<file path="src/hdl/msm_pkg.sv">
// Shared constants and types for the multiprecision scalar multiplier.
package msm_pkg;

  localparam int MAX_LIMBS  = 64;
  localparam int LIMB_BITS  = 28;
  localparam int SCALAR_W   = 32;
  localparam int WORD_W     = 32;
  localparam int LEN_W      = 7;
  localparam int PROD_W     = LIMB_BITS + SCALAR_W;
  localparam int CNT_W      = $clog2(MAX_LIMBS + 2);
  localparam int WIDE_W     = (CNT_W > LEN_W) ? CNT_W : LEN_W;
  localparam int FIFO_DEPTH = 4;
  localparam int PTR_W      = $clog2(FIFO_DEPTH);
  localparam int FCNT_W     = $clog2(FIFO_DEPTH + 1);
  localparam int S_DATA_W   = 96;
  localparam int M_DATA_W   = 72;

  typedef struct packed {
    logic [WORD_W-1:0] carry;
    logic [CNT_W-1:0]  pos;
    logic [CNT_W-1:0]  extent;
    logic              overflow;
  } msm_state_t;

  typedef struct packed {
    logic [WORD_W-1:0] out_limb;
    logic              last_out;
    logic [LEN_W-1:0]  result_length;
    logic [WORD_W-1:0] result_sign;
    logic              too_long;
  } msm_result_t;

endpackage

</file>
<file path="src/hdl/multiprecision_scalar_multiply.sv">
// Top level of the multiprecision scalar multiplier with its stream ports.
// A product limb goes through the input register and the result queue before it
// is offered. Throughput: one limb per cycle while the queue has room for two;
// the last limb of a number also queues its carry word; the queue has one output.
// Reset clears the carry chain, the limb counters and the result queue.
module multiprecision_scalar_multiply (
  input  logic                          clk,
  input  logic                          rst,
  input  logic                          s_tvalid,
  output logic                          s_tready,
  // limb[27:0], scalar[59:28], sign_tag[91:60], zero fill[95:92]
  input  logic [msm_pkg::S_DATA_W-1:0]  s_tdata,
  input  logic                          s_tlast,
  output logic                          m_tvalid,
  input  logic                          m_tready,
  // out_limb[31:0], result_length[38:32], result_sign[70:39], zero fill[71]
  output logic [msm_pkg::M_DATA_W-1:0]  m_tdata,
  output logic                          m_tlast,
  // too_long[0]
  output logic                          m_tuser
);

  logic                           in_valid;
  logic [msm_pkg::LIMB_BITS-1:0]  in_limb;
  logic [msm_pkg::SCALAR_W-1:0]   in_scalar;
  logic [msm_pkg::WORD_W-1:0]     in_tag;
  logic                           in_last;
  msm_pkg::msm_state_t            state;
  msm_pkg::msm_state_t            state_next;
  msm_pkg::msm_result_t           product;
  msm_pkg::msm_result_t           final_word;
  msm_pkg::msm_result_t           out_item;
  logic                           room_two;
  logic                           advance;
  logic                           take;

  assign advance  = in_valid && room_two;
  assign s_tready = !in_valid || room_two;
  assign take     = s_tvalid && s_tready;

  always_ff @(posedge clk) begin
    if (rst) begin
      in_valid <= 1'b0;
      state    <= '0;
    end else begin
      if (take) begin
        in_valid <= 1'b1;
      end else if (advance) begin
        in_valid <= 1'b0;
      end
      if (advance) begin
        state <= state_next;
      end
    end
  end

  always_ff @(posedge clk) begin
    if (take) begin
      in_limb   <= s_tdata[27:0];
      in_scalar <= s_tdata[59:28];
      in_tag    <= s_tdata[91:60];
      in_last   <= s_tlast;
    end
  end

  msm_mac u_mac (
    .limb       (in_limb),
    .scalar     (in_scalar),
    .sign_tag   (in_tag),
    .last_limb  (in_last),
    .state      (state),
    .state_next (state_next),
    .product    (product),
    .final_word (final_word)
  );

  msm_result_fifo u_fifo (
    .clk       (clk),
    .rst       (rst),
    .push_a    (advance),
    .item_a    (product),
    .push_b    (in_last),
    .item_b    (final_word),
    .pop       (m_tready),
    .out_valid (m_tvalid),
    .out_item  (out_item),
    .room_two  (room_two)
  );

  assign m_tdata = {1'b0, out_item.result_sign, out_item.result_length, out_item.out_limb};
  assign m_tlast = out_item.last_out;
  assign m_tuser = out_item.too_long;

endmodule

</file>
<file path="src/hdl/msm_mac.sv">
// Multiply-accumulate step: one limb times the scalar plus the running carry.
module msm_mac (
  input  logic [msm_pkg::LIMB_BITS-1:0] limb,
  input  logic [msm_pkg::SCALAR_W-1:0]  scalar,
  input  logic [msm_pkg::WORD_W-1:0]    sign_tag,
  input  logic                          last_limb,
  input  msm_pkg::msm_state_t           state,
  output msm_pkg::msm_state_t           state_next,
  output msm_pkg::msm_result_t          product,
  output msm_pkg::msm_result_t          final_word
);

  logic [msm_pkg::PROD_W-1:0]    sum;
  logic [msm_pkg::LIMB_BITS-1:0] plimb;
  logic [msm_pkg::WORD_W-1:0]    carry_n;
  logic                          ovf;
  logic [msm_pkg::CNT_W-1:0]     pos_n;
  logic [msm_pkg::CNT_W-1:0]     ext_n;
  logic [msm_pkg::WIDE_W-1:0]    len;

  assign sum     = msm_pkg::PROD_W'(limb) * msm_pkg::PROD_W'(scalar)
                 + msm_pkg::PROD_W'(state.carry);
  assign plimb   = sum[msm_pkg::LIMB_BITS-1:0];
  assign carry_n = sum[msm_pkg::PROD_W-1:msm_pkg::LIMB_BITS];
  assign ovf     = state.overflow
                 || (state.pos >= msm_pkg::CNT_W'(msm_pkg::MAX_LIMBS));

  always_comb begin
    pos_n = state.pos;
    ext_n = state.extent;
    if (!ovf) begin
      pos_n = state.pos + msm_pkg::CNT_W'(1);
      if (plimb != '0) begin
        ext_n = pos_n;
      end
    end
  end

  always_comb begin
    if (ovf) begin
      len = '0;
    end else if (carry_n != '0) begin
      len = msm_pkg::WIDE_W'(pos_n) + msm_pkg::WIDE_W'(1);
    end else begin
      len = msm_pkg::WIDE_W'(ext_n);
    end
  end

  always_comb begin
    product.out_limb      = msm_pkg::WORD_W'(plimb);
    product.last_out      = 1'b0;
    product.result_length = '0;
    product.result_sign   = '0;
    product.too_long      = ovf;

    final_word.out_limb      = carry_n;
    final_word.last_out      = 1'b1;
    final_word.result_length = len[msm_pkg::LEN_W-1:0];
    final_word.result_sign   = (len == '0) ? '0 : sign_tag;
    final_word.too_long      = ovf;

    if (last_limb) begin
      state_next = '0;
    end else begin
      state_next.carry    = carry_n;
      state_next.pos      = pos_n;
      state_next.extent   = ext_n;
      state_next.overflow = ovf;
    end
  end

endmodule

</file>
<file path="src/hdl/msm_result_fifo.sv">
// Small result queue that takes one or two results per cycle and hands out one.
module msm_result_fifo (
  input  logic                 clk,
  input  logic                 rst,
  input  logic                 push_a,
  input  msm_pkg::msm_result_t item_a,
  input  logic                 push_b,
  input  msm_pkg::msm_result_t item_b,
  input  logic                 pop,
  output logic                 out_valid,
  output msm_pkg::msm_result_t out_item,
  output logic                 room_two
);

  msm_pkg::msm_result_t           entries [msm_pkg::FIFO_DEPTH];
  logic [msm_pkg::PTR_W-1:0]      wr_ptr;
  logic [msm_pkg::PTR_W-1:0]      rd_ptr;
  logic [msm_pkg::FCNT_W-1:0]     count;
  logic [msm_pkg::FCNT_W-1:0]     count_next;
  logic [msm_pkg::FCNT_W-1:0]     push_n;
  logic                           do_pop;

  assign out_valid = (count != '0);
  assign out_item  = entries[rd_ptr];
  assign room_two  = (count <= msm_pkg::FCNT_W'(msm_pkg::FIFO_DEPTH - 2));
  assign do_pop    = pop && out_valid;

  always_comb begin
    push_n = '0;
    if (push_a) begin
      push_n = push_b ? msm_pkg::FCNT_W'(2) : msm_pkg::FCNT_W'(1);
    end
    count_next = count + push_n - (do_pop ? msm_pkg::FCNT_W'(1) : '0);
  end

  always_ff @(posedge clk) begin
    if (rst) begin
      wr_ptr <= '0;
      rd_ptr <= '0;
      count  <= '0;
    end else begin
      wr_ptr <= wr_ptr + push_n[msm_pkg::PTR_W-1:0];
      if (do_pop) begin
        rd_ptr <= rd_ptr + msm_pkg::PTR_W'(1);
      end
      count <= count_next;
    end
  end

  always_ff @(posedge clk) begin
    if (push_a) begin
      entries[wr_ptr] <= item_a;
      if (push_b) begin
        entries[wr_ptr + msm_pkg::PTR_W'(1)] <= item_b;
      end
    end
  end

endmodule

</file>
<file path="config.mk">
export PLATFORM = sky130hd
export DESIGN_NAME = multiprecision_scalar_multiply
export DESIGN_NICKNAME = d
export VERILOG_FILES = /design/src/hdl/msm_pkg.sv /design/src/hdl/multiprecision_scalar_multiply.sv /design/src/hdl/msm_mac.sv /design/src/hdl/msm_result_fifo.sv
export SDC_FILE = /design/constraint.sdc
export NUM_CORES = 2
export LEC_CHECK = 0
export ABC_AREA = 1
export BUFFER_PORTS_ARGS = -buffer_cell sky130_fd_sc_hd__buf_2
export CAP_MARGIN = 15
export CORE_UTILIZATION = 40
export CTS_CLUSTER_DIAMETER = 40
export CTS_CLUSTER_SIZE = 16
export DETAILED_ROUTE_END_ITERATION = 10
export PLACE_DENSITY_LB_ADDON = 0.1
export SKIP_LAST_GASP = 1
export SLEW_MARGIN = 20
export SYNTH_ARGS = -nofsm -noshare
export SYNTH_HDL_FRONTEND = slang
export SYNTH_SLANG_ARGS = --single-unit
</file>
<file path="constraint.sdc">
create_clock -name clk -period 7.3 [get_ports clk]
set_clock_uncertainty 0.15 [all_clocks]
set_input_delay 1.46 -clock clk [delete_from_list [all_inputs] [get_ports clk]]
set_output_delay 1.46 -clock clk [all_outputs]
set_load 0.02 [all_outputs]
</file>
==> qor.yml <==
synth_warnings: 0
cts_made_buffers: 82
num_io_pins: 177
grt_pass1_vias: 43500
postRouteAntennaNets: 0
status: "complete, but fails checks"
max_clock_freq_ghz: 0.119
final_net_count: 8157
relSlewSlack: 0.179
row_count: 132
die_y_um: 363
wirelength_um: 157000
synth_edf_count: 381
syn_nets: 7550
critPathMaxFanout: 10
worst_pin_slew_ns: 1.23
vias: 41900
cts_root_buf: "clkbuf_16"
synthArstFlopShare: 0
failed_checks: "negative setup slack"
clkSinkCount: 442
top_usage_layer: "met2"
synth_area_per_cell_sq_um: 8.17
tns_ns: -157.68
wl_per_cell_um: 17.8
area_growth_pct: 25.9
hold_viol: 0
die_w_um: 363
drt_pass1_iterations: 7
hold_class: "reg2reg"
io_buffers: 171
grt_use_met2: 0.430
htreeDepth: 3
grt_antenna_before_repair: 0
dp.cells: 8546
min_period_ns: 8.41
syn-cell-area_sq_um: 52200
antenna_cells: 0
synth_seq_cells: 442
overflow: 0
drc: 0
grt_use_total: 0.242
routed_via_density: 4.76
gp_congestion: 0.920
clkTransAtPathRegs_ns: 0.06
cts_buffer_depth: 3
tritoncts: "yes"
worstSetupEndpointType: "register"
netlist_instances: 6388
drive_above_1_share: 0.223
crit_family: "adder cells"
hpwl_um: 121000
fp.coreArea_sq_um: 129000
met1_usage: 0.310
path_buf_inv: 12
path_class: "reg2reg"
path_common_cell: "fa_1"
num-fill-cells: 12500
insertion_delay_ns: 0.69
drt_iter0_markers: 2476
period_share: 1.15
stdcell_count: 8806
slew_viol_final: 0
grt_util_met3: 0.0295
crit_path_start_kind: "register"
cpPeakStageDelay_ns: 0.56
yosysSeqAreaShare: 0.243
ys.flop_type: "edfxtp_1"
timing.hold.ws_ns: 0.302
die_area_sq_um: 132000
grt_start_max_net_pins: 75
maxCapViolations: 0
setup_ws_ns: -1.11
cpMaxStageDelayCell: "fa_1"
yosysUniqueCellTypes: 41
crit_required_ns: 7.54
cp.arrival_ns: 8.65
setup_viol: 170
start_util: 0.403
grt_pass1_wl_um: 246000
rsz0062_at_grt: "true"
[layout make-up]
type / instances / area, sq um / share of cell area
Clock buffer: 93 / 2130 / 0.0325
Timing Repair Buffer: 814 / 6970 / 0.106
Sequential cell: 442 / 12700 / 0.193
Tap cell: 1742 / 2180 / 0.0332
Clock inverter: 60 / 856 / 0.0130
Inverter: 1733 / 6520 / 0.0993
Multi-Input combinational cell: 3922 / 34400 / 0.523
[stage by stage]
step           worst slack, ns  utilization  area [sq um]
2_1_floorplan           -0.398            -         52600
3_3_place_gp             -1.33        0.457         59200
3_5_place_dp             -1.39        0.457         59200
4_1_cts                  -1.12        0.494         64000
5_1_grt                  -1.44        0.507         65700
6_report                 -1.11        0.507         65700
[worst reg2reg max path, delay by kind of cell, from the launching register on]
family,cells,cell delay (ns)
AOI/OAI and AO/OA,1,0.19
adders and majority gates,9,4.35
buffers and inverters,12,1.25
DFF,1,0.41
and+or+nand+nor,19,1.78
[flip-flops by register name (all words and copies together) (netlist names), 2 cells and up, named ones only]
name            cells
state              47
u_fifo.count        3
in_scalar          32
u_fifo.wr_ptr       2
u_fifo.entries    292
in_tag             32
in_limb            28
u_fifo.rd_ptr       2
[what timing repair did]
action                                 CTS  global route
hold buffers                             0             0
setup endpoints to repair              231           315
pin swaps                              147           169
endpoints found under the hold margin    0             0
setup buffers                           49            47
resized for setup                      298           357
gates cloned                            10             1
[final timing paths]
path	to	cells after the start	slack [ns]	startpoint
setup / recovery	u_fifo.entries[0][24]$_DFFE_PP_	41	-1.11	in_scalar[9]$_DFFE_PP_
hold / removal	u_fifo.entries[1][40]$_SDFFE_PP1P_	2	0.30	u_fifo.entries[1][40]$_SDFFE_PP1P_
setup reg to reg	u_fifo.entries[0][24]$_DFFE_PP_	41	-1.11	in_scalar[9]$_DFFE_PP_
hold reg to reg	u_fifo.entries[1][40]$_SDFFE_PP1P_	2	0.30	u_fifo.entries[1][40]$_SDFFE_PP1P_
[cell families (layout without fill, tap and decap cells)]
group           Yosys count  in the layout  share of synthesized area
other cells               1              1                  0.0000719
simple gates           2379           2379                      0.188
buf+inv                2024           2700                      0.147
xor+xnor                 25             25                    0.00420
flops                   442            442                      0.243
fa+ha+maj              1061           1061                      0.370
compound gates          456            456                     0.0484
[synth_stat cells (8+ instances only)]
cell | number | area (sq um)
nor3_1 | 11 | 55.1
nor2_2 | 44 | 275
xnor2_1 | 8 | 70.1
a21oi_1 | 102 | 510
edfxtp_1 | 381 | 11400
inv_1 | 1723 | 6470
xor2_1 | 17 | 149
nand3b_1 | 10 | 75.1
ha_1 | 254 | 3180
o21ai_0 | 172 | 861
nand4_1 | 23 | 144
o22ai_1 | 171 | 1070
dfxtp_1 | 61 | 1220
nor2_1 | 414 | 1550
nand2_4 | 26 | 293
inv_2 | 9 | 33.8
nand2_2 | 24 | 150
clkbuf_1 | 237 | 890
nand2_1 | 1678 | 6300
buf_1 | 47 | 176
nand3_1 | 114 | 571
fa_1 | 807 | 16200
nand3_2 | 12 | 120
[cell usage in the layout (no fill, tap or decap), drive strengths merged, types with 8 or more instances in the layout]
cell type     n
a21oi       102
inv        1750
nor3         16
xnor2         8
clkinv       23
edfxtp      381
clkbuf       94
bufinv       13
nand3       126
ha          254
nor2        459
xor2         17
fa          807
nand2      1734
o22ai       171
buf         813
nand4        23
o21ai       172
nand3b       10
dfxtp        61
[routing by layer]
layer,wire (um),vias to the layer above
met2,78700,902
met1,67600,20800
li1,-,20000
met4,3950,0
met3,6620,208
met5,0,-
Power is left out: the tool's default activity adds up to more than one toggle a clock period on the data nets, which glitch-free logic cannot reach.
